==> src/hdl/clock_second_chance_cache_top_macros.svh <==
// Assertion macros for the second-chance cache.
`ifndef CLOCK_SECOND_CHANCE_CACHE_TOP_MACROS_SVH
`define CLOCK_SECOND_CHANCE_CACHE_TOP_MACROS_SVH

// Check a property on every clock edge outside reset.
`define CSC_ASSERT(lbl, prop, msg) \
    lbl: assert property (@(posedge i_clk) disable iff (!i_rst_n) prop) else $error(msg);

// Check that a condition implies another in the next cycle.
`define CSC_ASSERT_NEXT(lbl, cond, prop, msg) \
    lbl: assert property (@(posedge i_clk) disable iff (!i_rst_n) (cond) |=> (prop)) \
        else $error(msg);

`endif

==> src/hdl/csc_pkg.sv <==
// Types, constants and codes shared by the second-chance cache modules.
package csc_pkg;

    localparam int SLOTS    = 16;
    localparam int KEY_BITS = 32;
    localparam int SLOT_W   = $clog2(SLOTS);
    localparam int CNT_W    = $clog2(SLOTS + 1);
    localparam int PER_W    = 16;
    localparam int CFG_W    = 16;

    localparam logic [CNT_W-1:0] ACTIVE_RESET = CNT_W'(SLOTS);
    localparam logic [PER_W-1:0] SWEEP_RESET  = PER_W'(500);

    localparam logic [1:0] CMD_GET   = 2'd0;
    localparam logic [1:0] CMD_PUT   = 2'd1;
    localparam logic [1:0] CMD_TICK  = 2'd2;
    localparam logic [1:0] CMD_PROBE = 2'd3;

    localparam logic CFG_ACTIVE_SLOTS = 1'b0;
    localparam logic CFG_SWEEP_PERIOD = 1'b1;

    typedef enum logic [2:0] {
        S_IDLE,
        S_LOOK,
        S_FREE,
        S_SWEEP,
        S_EVICT,
        S_DONE
    } t_state;

    typedef struct packed {
        logic [1:0]          command;
        logic [KEY_BITS-1:0] key;
    } t_in;

    typedef struct packed {
        logic                hit;
        logic [SLOT_W-1:0]   slot;
        logic [KEY_BITS-1:0] result_key;
        logic                evicted;
        logic [KEY_BITS-1:0] evicted_key;
        logic [CNT_W-1:0]    occupancy;
    } t_out;

    typedef struct packed {
        logic [CNT_W-1:0] ring;
        logic [PER_W-1:0] period;
        logic             flush;
    } t_cfg;

    typedef struct packed {
        logic idle;
        logic res_vld;
    } t_ctl_stat;

    typedef struct packed {
        logic                we;
        logic [SLOT_W-1:0]   waddr;
        logic [KEY_BITS-1:0] wdata;
        logic [SLOT_W-1:0]   raddr;
    } t_mem_req;

endpackage

==> src/hdl/csc_key_mem.sv <==
// Key store: one write port, one registered read port.
module csc_key_mem (
    input  logic                         i_clk,
    input  csc_pkg::t_mem_req            i_req,
    output logic [csc_pkg::KEY_BITS-1:0] o_rdata
);
    import csc_pkg::*;

    logic [KEY_BITS-1:0] r_mem [SLOTS];
    logic [KEY_BITS-1:0] r_rdata;

    always_ff @(posedge i_clk) begin
        if (i_req.we) begin
            r_mem[i_req.waddr] <= i_req.wdata;
        end
        r_rdata <= r_mem[i_req.raddr];
    end

    assign o_rdata = r_rdata;

endmodule

==> src/hdl/csc_ctrl.sv <==
// Sequencer: key scan, free-slot walk, second-chance sweep and aging.
module csc_ctrl (
    input  logic                         i_clk,
    input  logic                         i_rst_n,
    input  csc_pkg::t_cfg                i_cfg,
    input  logic                         i_in_valid,
    input  csc_pkg::t_in                 i_in,
    input  logic                         i_out_free,
    input  logic [csc_pkg::KEY_BITS-1:0] i_rdata,
    output csc_pkg::t_mem_req            o_mem,
    output csc_pkg::t_ctl_stat           o_stat,
    output csc_pkg::t_out                o_res
);
    import csc_pkg::*;

    t_state              r_state, n_state;
    logic [1:0]          r_cmd, n_cmd;
    logic [KEY_BITS-1:0] r_key, n_key;
    logic [CNT_W-1:0]    r_idx, n_idx;
    logic                r_pend, n_pend;
    logic [SLOT_W-1:0]   r_pidx, n_pidx;
    logic [SLOT_W-1:0]   r_hand, n_hand;
    logic [SLOT_W-1:0]   r_step, n_step;
    logic [SLOTS-1:0]    r_valid, n_valid;
    logic [SLOTS-1:0]    r_ref, n_ref;
    logic [CNT_W-1:0]    r_filled, n_filled;
    logic [PER_W-1:0]    r_tick, n_tick;
    t_out                r_res, n_res;

    logic [CNT_W-1:0]    w_last;
    logic [CNT_W-1:0]    w_hand_inc;
    logic [SLOT_W-1:0]   w_hand_adv;
    logic [PER_W-1:0]    w_period;
    logic [PER_W-1:0]    w_tick_inc;
    logic                w_match;

    // Shared key comparator and hand stepper.
    assign w_last     = i_cfg.ring - CNT_W'(1);
    assign w_hand_inc = {1'b0, r_hand} + CNT_W'(1);
    assign w_hand_adv = (w_hand_inc == i_cfg.ring) ? '0 : w_hand_inc[SLOT_W-1:0];
    assign w_period   = (i_cfg.period == '0) ? PER_W'(1) : i_cfg.period;
    assign w_tick_inc = r_tick + PER_W'(1);
    assign w_match    = r_pend && r_valid[r_pidx] && (i_rdata == r_key);

    always_comb begin
        n_state  = r_state;
        n_cmd    = r_cmd;
        n_key    = r_key;
        n_idx    = r_idx;
        n_pend   = r_pend;
        n_pidx   = r_pidx;
        n_hand   = r_hand;
        n_step   = r_step;
        n_valid  = r_valid;
        n_ref    = r_ref;
        n_filled = r_filled;
        n_tick   = r_tick;
        n_res    = r_res;

        o_mem.we    = 1'b0;
        o_mem.waddr = r_hand;
        o_mem.wdata = r_key;
        o_mem.raddr = r_idx[SLOT_W-1:0];

        case (r_state)
            S_IDLE: begin
                if (i_in_valid) begin
                    n_cmd  = i_in.command;
                    n_key  = i_in.key;
                    n_idx  = '0;
                    n_pend = 1'b0;
                    if ({1'b0, r_hand} >= i_cfg.ring) begin
                        n_hand = '0;
                    end
                    n_res           = '0;
                    n_res.occupancy = r_filled;
                    if (i_in.command == CMD_TICK) begin
                        if (w_tick_inc >= w_period) begin
                            n_ref  = '0;
                            n_tick = '0;
                        end else begin
                            n_tick = w_tick_inc;
                        end
                        n_state = S_DONE;
                    end else begin
                        n_state = S_LOOK;
                    end
                end
            end
            S_LOOK: begin
                // Issue one read per cycle, compare the one returned.
                n_pend = ({1'b0, r_idx[SLOT_W-1:0]} == r_idx) && (r_idx < i_cfg.ring);
                n_pidx = r_idx[SLOT_W-1:0];
                if (r_idx < i_cfg.ring) begin
                    n_idx = r_idx + CNT_W'(1);
                end
                if (w_match) begin
                    n_res.hit  = 1'b1;
                    n_res.slot = r_pidx;
                    if (r_cmd == CMD_GET) begin
                        n_res.result_key = r_key;
                    end
                    if (r_cmd != CMD_PROBE) begin
                        n_ref[r_pidx] = 1'b1;
                    end
                    n_pend  = 1'b0;
                    n_state = S_DONE;
                end else if (r_pend && ({1'b0, r_pidx} == w_last)) begin
                    n_pend = 1'b0;
                    n_step = '0;
                    if (r_cmd == CMD_PUT) begin
                        n_state = S_FREE;
                    end else begin
                        n_state = S_DONE;
                    end
                end
            end
            S_FREE: begin
                if (!r_valid[r_hand]) begin
                    o_mem.we        = 1'b1;
                    n_valid[r_hand] = 1'b1;
                    n_ref[r_hand]   = 1'b1;
                    n_filled        = r_filled + CNT_W'(1);
                    n_hand          = w_hand_adv;
                    n_res.slot      = r_hand;
                    n_res.occupancy = r_filled + CNT_W'(1);
                    n_state         = S_DONE;
                end else begin
                    n_hand = w_hand_adv;
                    if ({1'b0, r_step} == w_last) begin
                        n_state = S_SWEEP;
                    end else begin
                        n_step = r_step + SLOT_W'(1);
                    end
                end
            end
            S_SWEEP: begin
                // Hold the hand on the victim so its key comes back next cycle.
                o_mem.raddr = r_hand;
                if (!r_ref[r_hand]) begin
                    n_state = S_EVICT;
                end else begin
                    n_ref[r_hand] = 1'b0;
                    n_hand        = w_hand_adv;
                end
            end
            S_EVICT: begin
                o_mem.we          = 1'b1;
                n_valid[r_hand]   = 1'b1;
                n_ref[r_hand]     = 1'b1;
                n_hand            = w_hand_adv;
                n_res.slot        = r_hand;
                n_res.evicted     = 1'b1;
                n_res.evicted_key = i_rdata;
                n_res.occupancy   = r_filled;
                n_state           = S_DONE;
            end
            S_DONE: begin
                if (i_out_free) begin
                    n_state = S_IDLE;
                end
            end
            default: begin
                n_state = S_IDLE;
            end
        endcase

        // Resizing the ring empties the cache.
        if (i_cfg.flush) begin
            n_valid  = '0;
            n_ref    = '0;
            n_hand   = '0;
            n_filled = '0;
        end
    end

    always_ff @(posedge i_clk) begin
        if (!i_rst_n) begin
            r_state  <= S_IDLE;
            r_pend   <= 1'b0;
            r_hand   <= '0;
            r_valid  <= '0;
            r_ref    <= '0;
            r_filled <= '0;
            r_tick   <= '0;
        end else begin
            r_state  <= n_state;
            r_pend   <= n_pend;
            r_hand   <= n_hand;
            r_valid  <= n_valid;
            r_ref    <= n_ref;
            r_filled <= n_filled;
            r_tick   <= n_tick;
        end
    end

    always_ff @(posedge i_clk) begin
        r_cmd  <= n_cmd;
        r_key  <= n_key;
        r_idx  <= n_idx;
        r_pidx <= n_pidx;
        r_step <= n_step;
        r_res  <= n_res;
    end

    assign o_stat.idle    = (r_state == S_IDLE);
    assign o_stat.res_vld = (r_state == S_DONE);
    assign o_res          = r_res;

endmodule

==> src/hdl/clock_second_chance_cache_top.sv <==
// Top level of the second-chance cache: configuration, sequencer, key store, output register.
// Fully associative cache of 16 key slots with CLOCK replacement. One command is taken at a
// time; the key store is scanned one slot per cycle through its single read port. A put
// miss adds the free-slot walk (one slot per cycle) and, on a full ring, the second-chance
// sweep plus a fetch of the evicted key. A finished result waits in the output register
// while the next command is taken. Configuration writes are always ready; a write to
// active_slots empties the cache.
`include "clock_second_chance_cache_top_macros.svh"

module clock_second_chance_cache_top (
    input  logic                      i_clk,
    input  logic                      i_rst_n,
    input  logic                      i_in_valid,
    output logic                      o_in_ready,
    input  csc_pkg::t_in              i_in_data,
    output logic                      o_out_valid,
    input  logic                      i_out_ready,
    output csc_pkg::t_out             o_out_data,
    input  logic                      i_cfg_valid,
    output logic                      o_cfg_ready,
    input  logic                      i_cfg_index,
    input  logic [csc_pkg::CFG_W-1:0] i_cfg_data
);
    import csc_pkg::*;

    logic [CNT_W-1:0]    r_active;
    logic [PER_W-1:0]    r_period;
    logic                r_out_vld;
    t_out                r_out;

    t_cfg                w_cfg;
    t_ctl_stat           w_stat;
    t_out                w_res;
    t_mem_req            w_mem;
    logic [KEY_BITS-1:0] w_rdata;
    logic                w_cfg_we;
    logic                w_out_free;

    assign o_cfg_ready = 1'b1;
    assign w_cfg_we    = i_cfg_valid;

    always_ff @(posedge i_clk) begin
        if (!i_rst_n) begin
            r_active <= ACTIVE_RESET;
            r_period <= SWEEP_RESET;
        end else if (w_cfg_we) begin
            case (i_cfg_index)
                CFG_ACTIVE_SLOTS: r_active <= i_cfg_data[CNT_W-1:0];
                CFG_SWEEP_PERIOD: r_period <= i_cfg_data[PER_W-1:0];
                default: begin
                end
            endcase
        end
    end

    // Clamp the ring length to 1..SLOTS.
    always_comb begin
        if (r_active == '0) begin
            w_cfg.ring = CNT_W'(1);
        end else if (r_active > CNT_W'(SLOTS)) begin
            w_cfg.ring = CNT_W'(SLOTS);
        end else begin
            w_cfg.ring = r_active;
        end
        w_cfg.period = r_period;
        w_cfg.flush  = w_cfg_we && (i_cfg_index == CFG_ACTIVE_SLOTS);
    end

    assign w_out_free = !r_out_vld || i_out_ready;
    assign o_in_ready = w_stat.idle;

    csc_ctrl u_ctrl (
        .i_clk      (i_clk),
        .i_rst_n    (i_rst_n),
        .i_cfg      (w_cfg),
        .i_in_valid (i_in_valid),
        .i_in       (i_in_data),
        .i_out_free (w_out_free),
        .i_rdata    (w_rdata),
        .o_mem      (w_mem),
        .o_stat     (w_stat),
        .o_res      (w_res)
    );

    csc_key_mem u_key_mem (
        .i_clk   (i_clk),
        .i_req   (w_mem),
        .o_rdata (w_rdata)
    );

    always_ff @(posedge i_clk) begin
        if (!i_rst_n) begin
            r_out_vld <= 1'b0;
        end else if (w_stat.res_vld && w_out_free) begin
            r_out_vld <= 1'b1;
        end else if (i_out_ready) begin
            r_out_vld <= 1'b0;
        end
    end

    always_ff @(posedge i_clk) begin
        if (w_stat.res_vld && w_out_free) begin
            r_out <= w_res;
        end
    end

    assign o_out_valid = r_out_vld;
    assign o_out_data  = r_out;

    `CSC_ASSERT_NEXT(a_busy_after_accept, i_in_valid && o_in_ready, !o_in_ready, "ready after transfer")
    `CSC_ASSERT(a_occ_bound, o_out_valid |-> (o_out_data.occupancy <= w_cfg.ring), "occupancy above ring")
    `CSC_ASSERT(a_evict_full, (o_out_valid && o_out_data.evicted) |-> (!o_out_data.hit && o_out_data.occupancy == w_cfg.ring), "eviction on a ring that is not full")

endmodule

==> config.mk <==
export PLATFORM = sky130hd
export DESIGN_NAME = clock_second_chance_cache_top
export DESIGN_NICKNAME = d
export VERILOG_FILES = /design/src/hdl/csc_pkg.sv /design/src/hdl/csc_key_mem.sv /design/src/hdl/csc_ctrl.sv /design/src/hdl/clock_second_chance_cache_top.sv
export VERILOG_INCLUDE_DIRS = /design/src /design/src/hdl
export SDC_FILE = /design/constraint.sdc
export NUM_CORES = 1
export LEC_CHECK = 0
export BUFFER_PORTS_ARGS = -buffer_cell sky130_fd_sc_hd__clkbuf_2
export CAP_MARGIN = 0
export CORE_MARGIN = 5
export CORE_UTILIZATION = 35
export CTS_BUF_LIST = sky130_fd_sc_hd__clkbuf_4 sky130_fd_sc_hd__clkbuf_8
export DETAILED_ROUTE_END_ITERATION = 8
export PLACE_DENSITY_LB_ADDON = 0.15
export REMOVE_ABC_BUFFERS = 1
export SYNTH_ARGS = -nofsm -noshare
export SYNTH_HDL_FRONTEND = slang
export SYNTH_HIERARCHICAL = 1
export SYNTH_SLANG_ARGS = --single-unit
==> constraint.sdc <==
create_clock -name i_clk -period 11.68 [get_ports i_clk]
set_input_delay 1.752 -clock i_clk [delete_from_list [all_inputs] [get_ports i_clk]]
set_output_delay 1.752 -clock i_clk [all_outputs]
set_load 0.1 [all_outputs]
==> flow_summary.yaml <==
hold_path:
  hold_end: "o_out_data[21]"
  worstHoldStart: "u_ctrl/o_res[21]"
  min_path_type: "reg2reg"
  holdPathStages: 0
sta:
  fmax_mhz: 188.0
  slew_violations: 0
  setup_viol: 0
  timing.final.crit_share_pct: 45.53
  hold_viol: 0
  whs_ns: 0.4167
  finClkSkew_ns: 0.03292
  rsz0062_at_grt: "no"
  tightestPinTransition_ns: 1.189
  maxSlewHeadroom_pct: 20.71
  fin_tns_setup_ns: 0
  min_period_ns: 5.318
clock_tree:
  cts_resized: 0
  clock_path_buffers: 3
  post_cts_buffers: 0
  clkSlewWorstSetupHoldPaths_ns: 0.06
  clk_latency_ns: 0.79
  cts_tree: "built"
  clkSinkCount: 824
  hold_buffers: 0
  ctsHtreeMaxLevel: 4
  cts_root_buf: "clkbuf_8"
  numCtsBuffers: 141
floorplan:
  die_area_sq_mm: 0.09988
  die_h_um: 316.0
  initial_core_util_pct: 35.18
  core_area_sq_mm: 0.09319
  io_pins: 134
  std_cell_rows: 112
  die_w_um: 316.0
power_and_ir_drop:
  ir_worst_vdd_uv: 128.6
  power.leakage_nw: 12.96
  p_per_area_mw_per_mm2: 224.8
routing:
  via_count: 18220
  ant_nets: 0
  drc_errors: 0
  wl_per_cell_um: 24.32
  dr.pass1.iters: 5
  drt-vias-per-instance: 5.181
  wirelength_um: 85550
  drt_iter0_markers: 1553
yosys:
  synthesis.area_sq_mm: 0.03278
  ys_top_cells_by_area: "edfxtp_1 65%, mux4_2 9.2%, dfxtp_1 7.0%, a22oi_1 1.7%, and3_1 1.5%"
  synth_edf_count: 709
  synth-main-ff-cell: "edfxtp_1"
  ys_seq_area_share_pct: 71.97
  synthDistinctLibCells: 83
  ys_async_sr_fraction_pct: 0
  yosysMostFrequentCell: "edfxtp_1"
  netlist.area_leader.share_pct: 64.95
  synth_warnings: 6
  synthTopCellsByCount: "709 x edfxtp_1, 134 x mux4_2, 125 x nand2_1"
  ys_ff_latch: 824
  synth_top_area_cell: "edfxtp_1"
  synth_cells: 1940
  synth_area_per_cell_sq_um: 16.90
global_routing:
  grt_pass1_wl_um: 125700
  grt_pass1_vias: 18990
  antenna_found_initial: 5
  overflow: 0
  grt_max_degree: 70
  grt_use_total_pct: 17.13
place:
  gp_congestion: 0.8038
  port_buffers: 132
  place_inst: 3256
  detailed_place_hpwl_um: 47140
layout:
  fin_nets: 2234
  layout-drive-gt1-share_pct: 26.83
  area_growth_pct: 15.72
  stdcell_count: 3517
worst_setup_path:
  r2r_cells: 8
  crit_type: "reg2reg"
  cp_common_cell: "buf_4"
  r2r-start: "u_ctrl/r_state[1]"
  cp_max_fo: 60
  critPathLaunchType: "flip-flop"
  r2r_end: "u_key_mem/o_rdata[11]"
  crit_family: "multiplexers"
  crit_chain: "nand2b_1 -> nor2_2 -> mux2_8 -> buf_4 -> buf_4 -> mux4_2 -> a22oi_1 -> nand2_1"
  path_buf_inv: 2
  regToRegSetupSlack_ns: 6.36
  critPathSlowestCell: "dfxtp_1"
  arrival_ns: 5.99
  required_ns: 12.35
  endpoint_kind: "flip-flop"
  slowest_delay_ns: 0.91
outcome:
  status: "finished, final reports clean"
run:
  maxCapViolations: 0
flip-flops by register name, summed over array words and instances, names as in the netlist, 3 cells and up:
name and count:
o_out_data 75, r_active 5, r_period 16, u_ctrl/o_res 75, u_ctrl/r_filled 5, u_ctrl/r_hand 4
u_ctrl/r_idx 5, u_ctrl/r_key 32, u_ctrl/r_pidx 4, u_ctrl/r_ref 16, u_ctrl/r_state 3, u_ctrl/r_step 4
u_ctrl/r_tick 16, u_ctrl/r_valid 16, u_key_mem/o_rdata 32, u_key_mem/r_mem 512
report_power, final:
group          switching, mW  internal, mW  leakage, nW
Sequential             0.272          3.63         7.42
Clock                   1.17          1.53         1.56
Combinational           1.20         0.723         3.97
placed cells by master (no fill, tap or decap), types with 27 or more instances in the layout:
master,n
and3_1,76
buf_4,41
clkbuf_2,132
clkbuf_8,155
o21ai_0,29
nand2_1,125
mux4_2,134
ha_1,33
dfxtp_1,113
a22oi_1,75
edfxtp_1,709
clkbuf_4,45
clkinv_1,27
a21oi_1,32
nor2_1,80
xnor2_1,52
nand3_1,32
inv_1,38
how the worst max path moves through the flow:
| stage | start | end | slack (ns) | cells after the start |
|---|---|---|---|---|
| after floorplan | u_ctrl/r_state[0] | u_key_mem/o_rdata[0] | 6.01 | 6 |
| after global placement | u_ctrl/r_state[1] | u_key_mem/o_rdata[11] | 6.31 | 8 |
| after detailed placement | u_ctrl/r_state[1] | u_key_mem/o_rdata[11] | 6.21 | 8 |
| after CTS | u_ctrl/r_state[1] | u_key_mem/o_rdata[11] | 6.23 | 8 |
| after global routing | u_ctrl/r_state[1] | u_key_mem/o_rdata[8] | 5.84 | 8 |
| final | u_ctrl/r_state[1] | u_key_mem/o_rdata[11] | 6.36 | 8 |
cells by family after synthesis:
family                   share of synthesized area (%)
adder cells (fa/ha/maj)                          1.260
buffers and inverters                            2.114
XOR/XNOR                                         1.924
AND/OR/NAND/NOR                                  6.595
AO/OA/AOI/OAI                                    5.748
other                                          0.01144
flip-flops                                       71.97
multiplexers                                     10.38
through the flow:
stage / utilization [%] / instance area [sq um] / setup slack [ns] / power [mW]
CTS: 40.70 / 37930 / 6.232 / 8.662
finish: 40.71 / 37940 / 6.362 / 8.527
detailed placement: 37.52 / 34970 / 6.208 / 5.921
global placement: 37.52 / 34970 / 6.307 / 5.909
floorplan: - / 32240 / 6.008 / 5.240
global route: 40.71 / 37940 / 5.837 / 8.952
worst reg2reg max path, cell delays in order (launching register included):
cell and delay (ns):
dfxtp_1 0.91, nand2b_1 0.37, nor2_2 0.75, mux2_8 0.82, buf_4 0.68, buf_4 0.79
mux4_2 0.62, a22oi_1 0.20, nand2_1 0.09
cell type report:
| cell class | count | area (sq um) |
|---|---|---|
| tap | 1254 | 1569 |
| sequential | 824 | 23600 |
| clock buffer | 200 | 2471 |
| timing repair buffer | 173 | 968.4 |
| antenna | 1 | 2.502 |
| multi-input combinational | 964 | 8681 |
| clock inverter | 60 | 494.2 |
| inverter | 41 | 153.9 |
| fill | 8519 | 55250 |
per-layer routing:
metal  global-route usage (%)  share of wire [%]  vias up
met2                    26.98                 47      554
met5                        0                  0        -
met4                    5.443                2.3        0
met1                    24.10                 45     9448
li1                         -                  -     8096
met3                    3.510                5.7      122
(Power assumes the default switching activity.)
